File: src/rtl/dbchs_pkg.sv
// Shared constants, codes and handshake types of the disk block to CHS translator.
package dbchs_pkg;

    // Geometry of a request
    localparam int BLOCK_BYTES       = 1024;
    localparam int SECTOR_BYTES      = 512;
    localparam int DEVICE_COUNT      = 10;
    localparam int DEVICES_PER_DRIVE = 5;

    localparam int BLK_SHIFT     = $clog2(BLOCK_BYTES);
    localparam int SEC_SHIFT     = $clog2(SECTOR_BYTES);
    localparam int SEC_PER_BLOCK = BLOCK_BYTES / SECTOR_BYTES;
    localparam int DEV_W         = $clog2(DEVICE_COUNT);
    localparam int REL_SEC_W     = 32 - SEC_SHIFT;

    // Divider sizing: dividend is the absolute sector (33 bits),
    // divisor is the track span, heads (5 bits) times sectors (6 bits)
    localparam int DVD_W       = 33;
    localparam int DVR_W       = 11;
    localparam int ITER_W      = $clog2(DVD_W + 1);
    localparam int DIV1_ITERS  = DVD_W;
    localparam int DIV2_ITERS  = DVR_W;

    // Opcodes
    localparam logic [1:0] OP_READ    = 2'd0;
    localparam logic [1:0] OP_WRITE   = 2'd1;
    localparam logic [1:0] OP_LOAD    = 2'd2;
    localparam logic [1:0] OP_UNKNOWN = 2'd3;

    // Status codes
    localparam logic [1:0] ST_OK     = 2'd0;
    localparam logic [1:0] ST_EIO    = 2'd1;
    localparam logic [1:0] ST_EINVAL = 2'd2;
    localparam logic [1:0] ST_EOF    = 2'd3;

    // Task-file constants
    localparam logic [7:0] CMD_READ   = 8'h20;
    localparam logic [7:0] CMD_WRITE  = 8'h30;
    localparam logic [7:0] DH_FIXED   = 8'hA0;

    // Configuration register indexes
    localparam logic [2:0] CFG_DRIVE_COUNT = 3'd0;
    localparam logic [2:0] CFG_HEADS0      = 3'd1;
    localparam logic [2:0] CFG_SECTORS0    = 3'd2;
    localparam logic [2:0] CFG_PRECOMP0    = 3'd3;
    localparam logic [2:0] CFG_HEADS1      = 3'd4;
    localparam logic [2:0] CFG_SECTORS1    = 3'd5;
    localparam logic [2:0] CFG_PRECOMP1    = 3'd6;

    typedef struct packed {
        logic              start;
        logic [ITER_W-1:0] iters;
        logic [DVD_W-1:0]  dividend;
        logic [DVR_W-1:0]  divisor;
    } div_req_t;

    typedef struct packed {
        logic              done;
        logic [DVD_W-1:0]  quotient;
        logic [DVR_W-1:0]  remainder;
    } div_rsp_t;

endpackage

File: src/rtl/dbchs_div.sv
// Restoring divider, one quotient bit per cycle, shared by both division passes.
module dbchs_div
    import dbchs_pkg::*;
(
    input  logic     clk,
    input  logic     rst_n,
    input  div_req_t req,
    output div_rsp_t rsp
);

    logic [DVD_W-1:0]  quo_reg,  quo_next;
    logic [DVR_W-1:0]  rem_reg,  rem_next;
    logic [DVR_W-1:0]  dvr_reg,  dvr_next;
    logic [ITER_W-1:0] cnt_reg,  cnt_next;
    logic              busy_reg, busy_next;
    logic              done_reg, done_next;

    logic [DVR_W:0]    partial;
    logic [DVR_W:0]    diff;
    logic              fits;

    // Bring down the next dividend bit and try the subtract
    assign partial = {rem_reg, quo_reg[DVD_W-1]};
    assign diff    = partial - {1'b0, dvr_reg};
    assign fits    = (partial >= {1'b0, dvr_reg});

    always_comb
    begin
        quo_next  = quo_reg;
        rem_next  = rem_reg;
        dvr_next  = dvr_reg;
        cnt_next  = cnt_reg;
        busy_next = busy_reg;
        done_next = 1'b0;
        if (req.start)
        begin
            quo_next  = req.dividend;
            rem_next  = '0;
            dvr_next  = req.divisor;
            cnt_next  = req.iters;
            busy_next = 1'b1;
        end
        else if (busy_reg)
        begin
            quo_next = {quo_reg[DVD_W-2:0], fits};
            rem_next = fits ? diff[DVR_W-1:0] : partial[DVR_W-1:0];
            cnt_next = cnt_reg - 1'b1;
            if (cnt_reg == ITER_W'(1))
            begin
                busy_next = 1'b0;
                done_next = 1'b1;
            end
        end
    end

    always_ff @(posedge clk or negedge rst_n)
    begin
        if (!rst_n)
        begin
            busy_reg <= 1'b0;
            done_reg <= 1'b0;
            cnt_reg  <= '0;
        end
        else
        begin
            busy_reg <= busy_next;
            done_reg <= done_next;
            cnt_reg  <= cnt_next;
        end
    end

    always_ff @(posedge clk)
    begin
        quo_reg <= quo_next;
        rem_reg <= rem_next;
        dvr_reg <= dvr_next;
    end

    assign rsp.done      = done_reg;
    assign rsp.quotient  = quo_reg;
    assign rsp.remainder = rem_reg;

endmodule

File: src/rtl/disk_block_to_chs_translate.sv
// Top level: block request checks, partition table and CHS translation.
//
//  channel     | direction | contents
//  ------------+-----------+-------------------------------------------------
//  s_axis_*    | in        | request: tuser opcode, tdata device/count/offset/
//              |           | entry base/entry sectors
//  m_axis_*    | out       | result: status, cylinder, sector, head, task file
//  cfg_*       | in        | register write: enable, index, 8-bit data
//
// A load item or a request that fails a check gives its result in the cycle after
// acceptance. A request that translates goes through a setup step, the launch of
// the shared divider, the first pass for the cylinder, a step that collects it and
// launches the second pass, the second pass for head and sector, and the
// registering of the result. One request is in flight at a time.
// Reset clears the partition table and all control state and returns the geometry
// registers to their defaults.
// A stalled result holds in the output register; the next request may be taken
// in the cycle that result is consumed.
module disk_block_to_chs_translate
    import dbchs_pkg::*;
(
    input  logic         clk,
    input  logic         rst_n,
    // request channel
    input  logic         s_axis_tvalid,
    output logic         s_axis_tready,
    // [3:0] minor_device, [19:4] byte_count, [51:20] byte_offset,
    // [83:52] entry_base, [115:84] entry_sectors, [119:116] zero
    input  logic [119:0] s_axis_tdata,
    // [1:0] opcode
    input  logic [1:0]   s_axis_tuser,
    // result channel
    output logic         m_axis_tvalid,
    input  logic         m_axis_tready,
    // [1:0] status, [11:2] cylinder, [17:12] sector_number, [21:18] head,
    // [29:22] drive_head_byte, [37:30] command_code, [41:38] control_byte,
    // [49:42] precomp_byte, [55:50] zero
    output logic [55:0]  m_axis_tdata,
    // configuration writes
    input  logic         cfg_wr_en,
    input  logic [2:0]   cfg_index,
    input  logic [7:0]   cfg_wdata
);

    typedef enum logic [3:0] {
        S_IDLE  = 4'b0001,
        S_SETUP = 4'b0010,
        S_DIV1  = 4'b0100,
        S_DIV2  = 4'b1000
    } state_t;

    state_t state_reg, state_next;

    // request fields
    logic [1:0]  opcode;
    logic [3:0]  minor_device;
    logic [15:0] byte_count;
    logic [31:0] byte_offset;
    logic [31:0] entry_base;
    logic [31:0] entry_sectors;

    assign opcode        = s_axis_tuser;
    assign minor_device  = s_axis_tdata[3:0];
    assign byte_count    = s_axis_tdata[19:4];
    assign byte_offset   = s_axis_tdata[51:20];
    assign entry_base    = s_axis_tdata[83:52];
    assign entry_sectors = s_axis_tdata[115:84];

    // configuration registers
    logic [1:0] drive_count_reg;
    logic [4:0] heads0_reg, heads1_reg;
    logic [5:0] secs0_reg, secs1_reg;
    logic [7:0] precomp0_reg, precomp1_reg;

    always_ff @(posedge clk or negedge rst_n)
    begin
        if (!rst_n)
        begin
            drive_count_reg <= 2'd0;
            heads0_reg      <= 5'd16;
            secs0_reg       <= 6'd17;
            precomp0_reg    <= 8'd0;
            heads1_reg      <= 5'd16;
            secs1_reg       <= 6'd17;
            precomp1_reg    <= 8'd0;
        end
        else if (cfg_wr_en)
        begin
            case (cfg_index)
                CFG_DRIVE_COUNT: drive_count_reg <= cfg_wdata[1:0];
                CFG_HEADS0:      heads0_reg      <= cfg_wdata[4:0];
                CFG_SECTORS0:    secs0_reg       <= cfg_wdata[5:0];
                CFG_PRECOMP0:    precomp0_reg    <= cfg_wdata;
                CFG_HEADS1:      heads1_reg      <= cfg_wdata[4:0];
                CFG_SECTORS1:    secs1_reg       <= cfg_wdata[5:0];
                CFG_PRECOMP1:    precomp1_reg    <= cfg_wdata;
                default:         ;
            endcase
        end
    end

    // handshake
    logic in_accept;
    logic out_valid_reg, out_valid_next;

    assign s_axis_tready = (state_reg == S_IDLE) && (!out_valid_reg || m_axis_tready);
    assign in_accept     = s_axis_tvalid && s_axis_tready;

    // partition table, one entry per minor device
    logic [31:0] pbase_reg [DEVICE_COUNT];
    logic [31:0] psize_reg [DEVICE_COUNT];
    logic [DEV_W-1:0] dev_idx;
    logic             dev_ok;

    assign dev_idx = minor_device[DEV_W-1:0];
    assign dev_ok  = ({1'b0, minor_device} < 5'(DEVICE_COUNT));

    always_ff @(posedge clk or negedge rst_n)
    begin
        if (!rst_n)
        begin
            for (int i = 0; i < DEVICE_COUNT; i++)
            begin
                pbase_reg[i] <= '0;
                psize_reg[i] <= '0;
            end
        end
        else if (in_accept && opcode == OP_LOAD && dev_ok)
        begin
            pbase_reg[dev_idx] <= entry_base;
            psize_reg[dev_idx] <= entry_sectors;
        end
    end

    // accept-time checks, in priority order
    logic                 drive;
    logic [4:0]           sel_heads;
    logic [5:0]           sel_secs;
    logic [7:0]           sel_precomp;
    logic [REL_SEC_W-1:0] rel_sector;
    logic [32:0]          range_end;
    logic [32:0]          abs_sector;
    logic                 translate;
    logic [1:0]           early_status;
    logic [31:0]          part_base;
    logic [31:0]          part_size;

    assign drive       = ({1'b0, minor_device} >= 5'(DEVICES_PER_DRIVE));
    assign sel_heads   = drive ? heads1_reg   : heads0_reg;
    assign sel_secs    = drive ? secs1_reg    : secs0_reg;
    assign sel_precomp = drive ? precomp1_reg : precomp0_reg;
    assign rel_sector  = byte_offset[31:SEC_SHIFT];
    assign part_base   = pbase_reg[dev_idx];
    assign part_size   = psize_reg[dev_idx];
    assign range_end   = 33'(rel_sector) + 33'(SEC_PER_BLOCK);
    assign abs_sector  = 33'(rel_sector) + 33'(part_base);

    always_comb
    begin
        translate    = 1'b0;
        early_status = ST_OK;
        if (opcode == OP_UNKNOWN)
            early_status = ST_EINVAL;
        else if (!dev_ok)
            early_status = ST_EIO;
        else if (opcode == OP_LOAD)
            early_status = ST_OK;
        else if (byte_count != 16'(BLOCK_BYTES))
            early_status = ST_EINVAL;
        else if ({1'b0, drive} >= drive_count_reg)
            early_status = ST_EIO;
        else if (byte_offset[BLK_SHIFT-1:0] != '0)
            early_status = ST_EINVAL;
        else if (range_end > {1'b0, part_size})
            early_status = ST_EOF;
        else if (sel_heads == '0 || sel_secs == '0)
            early_status = ST_EIO;
        else
            translate = 1'b1;
    end

    // job registers, held while the divider runs
    logic                 drive_reg;
    logic                 write_reg;
    logic [4:0]           heads_reg;
    logic [5:0]           secs_reg;
    logic [7:0]           precomp_reg;
    logic [32:0]          sector_reg;
    logic [DVR_W-1:0]     span_reg;
    logic [9:0]           cyl_reg;

    // shared divider handshake
    div_req_t div_req;
    div_rsp_t div_rsp;

    // marks the first pass as launched
    logic div_busy_reg;

    always_ff @(posedge clk)
    begin
        if (in_accept)
        begin
            drive_reg   <= drive;
            write_reg   <= (opcode == OP_WRITE);
            heads_reg   <= sel_heads;
            secs_reg    <= sel_secs;
            precomp_reg <= sel_precomp;
            sector_reg  <= abs_sector;
        end
        // track span from the registered geometry, ahead of the first pass
        if (state_reg == S_SETUP)
            span_reg <= DVR_W'(heads_reg) * DVR_W'(secs_reg);
        if (state_reg == S_DIV1 && div_rsp.done)
            cyl_reg <= div_rsp.quotient[9:0];
    end

    // shared divider: sector / span, then (sector mod span) / sectors
    always_comb
    begin
        div_req = '0;
        if (state_reg == S_DIV1 && !div_busy_reg)
        begin
            div_req.start    = 1'b1;
            div_req.iters    = ITER_W'(DIV1_ITERS);
            div_req.dividend = sector_reg;
            div_req.divisor  = span_reg;
        end
        else if (state_reg == S_DIV1 && div_rsp.done)
        begin
            div_req.start    = 1'b1;
            div_req.iters    = ITER_W'(DIV2_ITERS);
            div_req.dividend = {div_rsp.remainder, {(DVD_W-DVR_W){1'b0}}};
            div_req.divisor  = DVR_W'(secs_reg);
        end
    end

    always_ff @(posedge clk or negedge rst_n)
    begin
        if (!rst_n)
            div_busy_reg <= 1'b0;
        else if (state_reg == S_DIV1)
            div_busy_reg <= 1'b1;
        else
            div_busy_reg <= 1'b0;
    end

    dbchs_div u_div (
        .clk   (clk),
        .rst_n (rst_n),
        .req   (div_req),
        .rsp   (div_rsp)
    );

    // sequencer
    always_comb
    begin
        state_next = state_reg;
        case (state_reg)
            S_IDLE:
                if (in_accept && translate)
                    state_next = S_SETUP;
            S_SETUP:
                state_next = S_DIV1;
            S_DIV1:
                if (div_busy_reg && div_rsp.done)
                    state_next = S_DIV2;
            S_DIV2:
                if (div_rsp.done)
                    state_next = S_IDLE;
            default:
                state_next = S_IDLE;
        endcase
    end

    always_ff @(posedge clk or negedge rst_n)
    begin
        if (!rst_n)
            state_reg <= S_IDLE;
        else
            state_reg <= state_next;
    end

    // result register
    logic       final_done;
    logic [3:0] head_w;

    assign final_done = (state_reg == S_DIV2) && div_rsp.done;
    assign head_w     = div_rsp.quotient[3:0];

    logic [1:0] status_reg;
    logic [9:0] cyl_out_reg;
    logic [5:0] snum_reg;
    logic [3:0] head_reg;
    logic [7:0] dh_reg;
    logic [7:0] cmd_reg;
    logic [3:0] ctrl_reg;
    logic [7:0] pc_reg;

    always_comb
    begin
        out_valid_next = out_valid_reg;
        if (out_valid_reg && m_axis_tready)
            out_valid_next = 1'b0;
        if ((in_accept && !translate) || final_done)
            out_valid_next = 1'b1;
    end

    always_ff @(posedge clk or negedge rst_n)
    begin
        if (!rst_n)
            out_valid_reg <= 1'b0;
        else
            out_valid_reg <= out_valid_next;
    end

    always_ff @(posedge clk)
    begin
        if (in_accept && !translate)
        begin
            // failed checks and load items carry status alone
            status_reg  <= early_status;
            cyl_out_reg <= '0;
            snum_reg    <= '0;
            head_reg    <= '0;
            dh_reg      <= '0;
            cmd_reg     <= '0;
            ctrl_reg    <= '0;
            pc_reg      <= '0;
        end
        else if (final_done)
        begin
            status_reg  <= ST_OK;
            cyl_out_reg <= cyl_reg;
            snum_reg    <= div_rsp.remainder[5:0] + 6'd1;
            head_reg    <= head_w;
            dh_reg      <= DH_FIXED | {3'b000, drive_reg, head_w};
            cmd_reg     <= write_reg ? CMD_WRITE : CMD_READ;
            ctrl_reg    <= {heads_reg[3], 3'b000};
            pc_reg      <= precomp_reg;
        end
    end

    assign m_axis_tvalid = out_valid_reg;
    assign m_axis_tdata  = {6'b000000, pc_reg, ctrl_reg, cmd_reg, dh_reg,
                            head_reg, snum_reg, cyl_out_reg, status_reg};

endmodule

File: config.mk
export PLATFORM = sky130hd
export DESIGN_NAME = disk_block_to_chs_translate
export DESIGN_NICKNAME = d
export VERILOG_FILES = /design/src/rtl/dbchs_pkg.sv /design/src/rtl/dbchs_div.sv /design/src/rtl/disk_block_to_chs_translate.sv
export SDC_FILE = /design/constraint.sdc
export NUM_CORES = 1
export LEC_CHECK = 0
export ABC_AREA = 1
export BUFFER_PORTS_ARGS = -buffer_cell sky130_fd_sc_hd__buf_4
export CORE_ASPECT_RATIO = 1.25
export CORE_MARGIN = 1
export CORE_UTILIZATION = 37
export CTS_CLUSTER_DIAMETER = 200
export DETAILED_ROUTE_END_ITERATION = 6
export GPL_ROUTABILITY_DRIVEN = 0
export HOLD_SLACK_MARGIN = 0.06
export MAX_ROUTING_LAYER = met4
export PLACE_DENSITY = 0.52
export RECOVER_POWER = 25
export SKIP_CTS_REPAIR_TIMING = 1
export SYNTH_ARGS = -nofsm -noshare
export SYNTH_HDL_FRONTEND = slang
export SYNTH_SLANG_ARGS = --single-unit
File: constraint.sdc
create_clock -name clk -period 3.57 [get_ports clk]
set_input_delay 0.714 -clock clk [delete_from_list [all_inputs] [get_ports clk]]
set_output_delay 0.714 -clock clk [all_outputs]
set_load 0.01 [all_outputs]
# After elaboration in Yosys (flattened, before gate mapping)

Index checks and enable logic that the tools add are counted.

Flip-flop bits (word level): 869
Word-level logic and storage cells: 169
Output and inout bits: 58

Multipliers: 1
Add/sub/neg operators: 5
Equality and inequality tests: 18
Order comparisons: 7
Bitwise gates (word level): 1
Multiplexer cells: 52
Reductions and logical operators: 33

Operator list:

| operator                                                           | count |
|---|---|
| 320-bit bitwise mux                                                | 2 |
| 32-bit binary-select mux with 4-bit select                         | 2 |
| 32-bit two-way mux                                                 | 5 |
| 32-bit demux with 4-bit select                                     | 1 |
| 51-bit two-way mux                                                 | 2 |
| 33-bit two-way mux                                                 | 2 |
| 23-bit by 32-bit adder with 33-bit output                          | 1 |
| 24-bit by 32-bit > comparator with 1-bit output                    | 1 |
| 23-bit by 2-bit adder with 24-bit output (second input constant)   | 1 |
| 1-bit two-way mux                                                  | 18 |
| 2-bit two-way mux                                                  | 9 |
| 6-bit two-way mux                                                  | 3 |
| 16-bit by 11-bit != test with 1-bit output (second input constant) | 1 |
| 4-bit one-hot mux with 4 select lines                              | 1 |
| 2-bit AND reduction                                                | 7 |
| 12-bit by 11-bit >= comparator with 1-bit output                   | 1 |
| 1-bit logical AND                                                  | 12 |
| 4-bit two-way mux                                                  | 3 |
| 5-bit by 6-bit multiplier with 11-bit output                       | 1 |
| 11-bit two-way mux                                                 | 1 |
| 11-bit subtractor                                                  | 1 |
| 5-bit two-way mux                                                  | 2 |
| 10-bit nonzero test                                                | 1 |
| 3-bit == test (second input constant)                              | 3 |
| other kinds (26)                                                   | 36 |

# Logic depth before layout (Yosys ltp)

Depth after elaboration: 16
Mapped depth: 28

# Modules after synthesis

Synthesis repeated with hierarchy kept, for this count alone.

Cell total of the unflattened synthesis: 4391
Area total of the unflattened synthesis: 39914.5 µm²

By module, submodules not included:

| module                      | area an instance (µm²) | seq. area each (µm²) | instances | cells an instance |
|---|---|---|---|---|
| disk_block_to_chs_translate | 36439.9                | 20128.1              | 1         | 3976 |
| dbchs_div                   | 3474.6                 | 1741.7               | 1         | 415 |

# Least setup slack after synthesis

No wires, ideal clock.

Path type: input to register
Start: in s_axis_tdata[0]
End: reg sector_reg[20], data pin
Stages: 20
Setup slack: -0.406 ns
Library setup time: 0.252 ns
Arrival: 3.723 ns
Cells stage by stage: inv_1 -> nor2_4 -> inv_1 -> nor2_1 -> buf_4 -> buf_2 -> buf_1 -> a21oi_1 -> nand2_1 -> ha_1 -> inv_1 -> fa_1 -> o21ai_0 -> a21oi_1 -> o21ai_0 -> a21boi_0 -> o21bai_1 -> nand2_1 -> nand3_1 -> nand2_1

Cells in the longest elaborated chain, start to end: 5

RTL lines:

| element                                                | line                               | RTL |
|---|---|---|
| start: declaration                                     | disk_block_to_chs_translate.sv:29  | `input logic [119:0] s_axis_tdata,` |
| 4-bit inverter with 5-bit output (not written as such) | disk_block_to_chs_translate.sv:153 | `assign part_base = pbase_reg[dev_idx];` |
| 32-bit binary-select mux with 4-bit select             | disk_block_to_chs_translate.sv:153 |  |
| 32-bit two-way mux (not written as such) (2 in series) | disk_block_to_chs_translate.sv:153 |  |
| 23-bit by 32-bit adder with 33-bit output              | disk_block_to_chs_translate.sv:156 | `assign abs_sector = 33'(rel_sector) + 33'(part_base);` |
| net abs_sector[20]                                     | disk_block_to_chs_translate.sv:142 | `logic [32:0] abs_sector;` |
| end signal: assignment                                 | disk_block_to_chs_translate.sv:208 | `sector_reg <= abs_sector;` |
| end: declaration                                       | disk_block_to_chs_translate.sv:188 | `logic [32:0] sector_reg;` |

The timed path passes the listed nets, and every way through them passes these cells. The select of a mux whose other input is x is not followed.
A chain may end at the register's enable or synchronous reset.

# Final worst setup path

Start: reg heads_reg[3]
End: reg span_reg[10], data pin

Cells in the longest elaborated chain, start to end: 1

RTL lines:

| element                                      | line                               | RTL |
|---|---|---|
| start: declaration                           | disk_block_to_chs_translate.sv:185 | `logic [4:0] heads_reg;` |
| start signal: assignment                     | disk_block_to_chs_translate.sv:205 | `heads_reg <= sel_heads;` |
| 5-bit by 6-bit multiplier with 11-bit output | disk_block_to_chs_translate.sv:212 | `span_reg <= DVR_W'(heads_reg) * DVR_W'(secs_reg);` |
| end signal: assignment                       | disk_block_to_chs_translate.sv:212 |  |
| end: declaration                             | disk_block_to_chs_translate.sv:189 | `logic [DVR_W-1:0] span_reg;` |

No other way between the ends.

==> results.md <==
* Most frequent cells after synthesis: 1086 x nand2_1, 733 x o21ai_0, 687 x dfrtp_1
* Vias at 30.6k
* Rows at 131
* Post-synth top area share at 0.447
* Worst slew pin tran at 2.64 ns
* Clock buffer depth at 3
* Routed Antenna Nets at 0
* Largest net degree at the start of global routing at 119
* Register area at 21900 µm²
* Worst Hold Launch: cfg_wdata[7]
* CP Max Fanout at 4
* Mean Syn Cell Area at 9.23 µm²
* Setup violations, final at 0
* H-tree depth at 3
* Clock sink count at 858
* Cells after DPL at 5725
* RR Startpoint: heads_reg[3]
* Ys async rst share at 0.809
* Max cap viols at 1
* Clock slew at reported path FFs at 0.06 ns
* Total congestion overflow at 0
* Power per cell area at 507 nW/µm²
* CTS tree: built
* GRT Total Usage at 0.227
* Initial DRC count at 2220
* TritonRoute pass-1 iters at 5
* Worst clock skew at 0.0262 ns
* RSZ-0062 raised after global routing: true
* I/O Pins at 196
* Area leader, netlist: dfrtp_1
* Most used DFF post-synth: dfrtp_1
* Hold depth at 3
* TritonCTS Buffers at 95
* Fin area at 46500 µm²
* Die Width at 291 µm
* Clk_lat worst skew at 0.66 ns
* Hold EP: precomp1_reg[7]
* Area Overhead vs Synth at 20.8%
* Yosys Warn Count at 0
* Tcrit/Tclk final at 0.971
* Worst Path Required at 3.97 ns
* Final worst slack at 0.105 ns
* Placement Setup Slack at -0.534 ns
* Global-route wire length before repair at 182000 µm
* Failing checks: capacitance limit, slew limit
* Worst relative slew slack at -0.759
* Slew Limit Fails at 39
* Crit Path Category: reg -> reg
* Post-layout util at 0.453
* Fmax at 289 MHz
* Die area at 105000 µm²
* FF-to-FF path depth at 14
* Filler instances at 10.1k
* Status: finished with violations
* P_leak at 21.5 nW
* Worst VDD drop at 0.349 mV
* Reg-to-reg slack, setup at 0.10 ns
* Top area cells in the synthesized netlist: dfrtp_1 45%, nand2_1 11%, o21ai_0 9.5%
* Vias in the first global route at 30.3k
* Area of the core at 103000 µm²
* Via density at 5.18
* Hold WC Path Type: in -> reg
* Final hold vios at 0
* Initial antenna violation count at 3
* Layout Nets at 4732
* Fraction of layout instances using a drive strength above 1 at 0.151
* Top-count cell post-synth: nand2_1
* Tmin final at 3.47 ns
* Hold WS at 0.372 ns
* Flops & latches, synth at 858
* Post-Route WL at 115000 µm
* Multi-input logic area at 14800 µm²
* Root buffer cell: clkbuf_16
* Post-synth EDFFs at 121
* Area of placed instances at 43300 µm²
* Crit path launch type: flop
* Yosys cell types at 49
* Post-Syn Area at 38500 µm²
* CP arrival at 3.87 ns
* Finished Layout Cells at 5905
* DR WL/cell at 19.5 µm
* Die span in y at 363 µm
* Synth Instances at 4171
* Starting density of the core at 0.375
* RR Endpoint: span_reg[10]
* I/O Buffers at 175
* DRC viols at 0
* Post-synthesis sequential area ratio at 0.568
* CP endpoint kind: flop
* DP HPWL at 78100 µm
[worst max-delay path by stage]
stage                                start              to  slack, ns  depth (start not counted)
after floorplan            s_axis_tdata[0]  sector_reg[20]      0.003                         20
after global placement    s_axis_tdata[35]   m_axis_tvalid      -0.55                         28
after detailed placement  s_axis_tdata[35]   m_axis_tvalid      -0.53                         26
after CTS                     heads_reg[3]     span_reg[9]       -0.1                         15
after global routing          heads_reg[2]    span_reg[10]      -0.03                         14
final                         heads_reg[3]    span_reg[10]       0.10                         14
[cells by family (layout without fill, tap and decap cells)]
kind of cell,count (synthesis),after routing,share of synthesized area
XOR/XNOR,61,61,0.0139
buffers and inverters,505,893,0.0540
AO/OA/AOI/OAI,1293,1293,0.191
AND/OR/NAND/NOR,1357,1357,0.139
other,1,17,0.0000974
flip-flops,858,858,0.568
adder cells (fa/ha/maj),96,96,0.0339
[where the power goes]
group | internal (mW) | leakage (nW) | switching (mW) | total, mW
registers | 10.7 | 10.7 | 0.411 | 11.1
logic | 1.12 | 9.27 | 1.60 | 2.73
clock network | 5.72 | 1.55 | 4.02 | 9.74
[per-layer routing]
metal | part of all wire | wire (µm) | track usage
met5 | 0 | 0 | -
met3 | 0.042 | 4900 | 0.0258
met4 | 0.018 | 2060 | 0.0450
met1 | 0.47 | 54200 | 0.310
met2 | 0.47 | 54200 | 0.367
[final cells by class]
type | instances | area share
repair buffers | 479 | 0.0883
flip-flops and latches | 858 | 0.470
clock inverters | 29 | 0.00479
diodes | 1 | 0.0000538
inverters | 241 | 0.0196
clock buffers | 144 | 0.0623
multi-input cells | 2823 | 0.319
well taps | 1330 | 0.0358
[critical path, stage by stage (launching register included)]
cell and delay (ns):
edfxtp_1 0.37, buf_4 0.13, buf_4 0.09, buf_4 0.13, nand2_1 0.08, fa_1 0.51
inv_1 0.05, fa_1 0.48, ha_1 0.31, ha_1 0.35, a21o_1 0.18, a21oi_2 0.16
o21ai_1 0.09, a21oi_1 0.19, xnor2_1 0.10
[placed cells by master, fill, tap and decap left out, drive strengths merged, types with 19 or more instances in the layout]
cell type  count
buf          470
nand2       1087
ha            82
nor3          43
a21oi        224
a22oi        234
nand3         42
nor2         144
o21ai        735
edfxtp       121
inv          244
dfxtp         43
xor2          37
o211ai        19
xnor2         24
a22o          50
dfrtp        687
clkbuf       151
clkinv        22
[stage by stage]
stage          total power, mW  setup TNS, ns
2_1_floorplan             12.7              0
3_3_place_gp              13.9         -23.98
3_5_place_dp              14.0         -23.27
4_1_cts                   23.8         -0.147
5_1_grt                   24.7         -0.860
6_report                  23.6              0
Note: power is estimated with default switching activity, not from simulation.
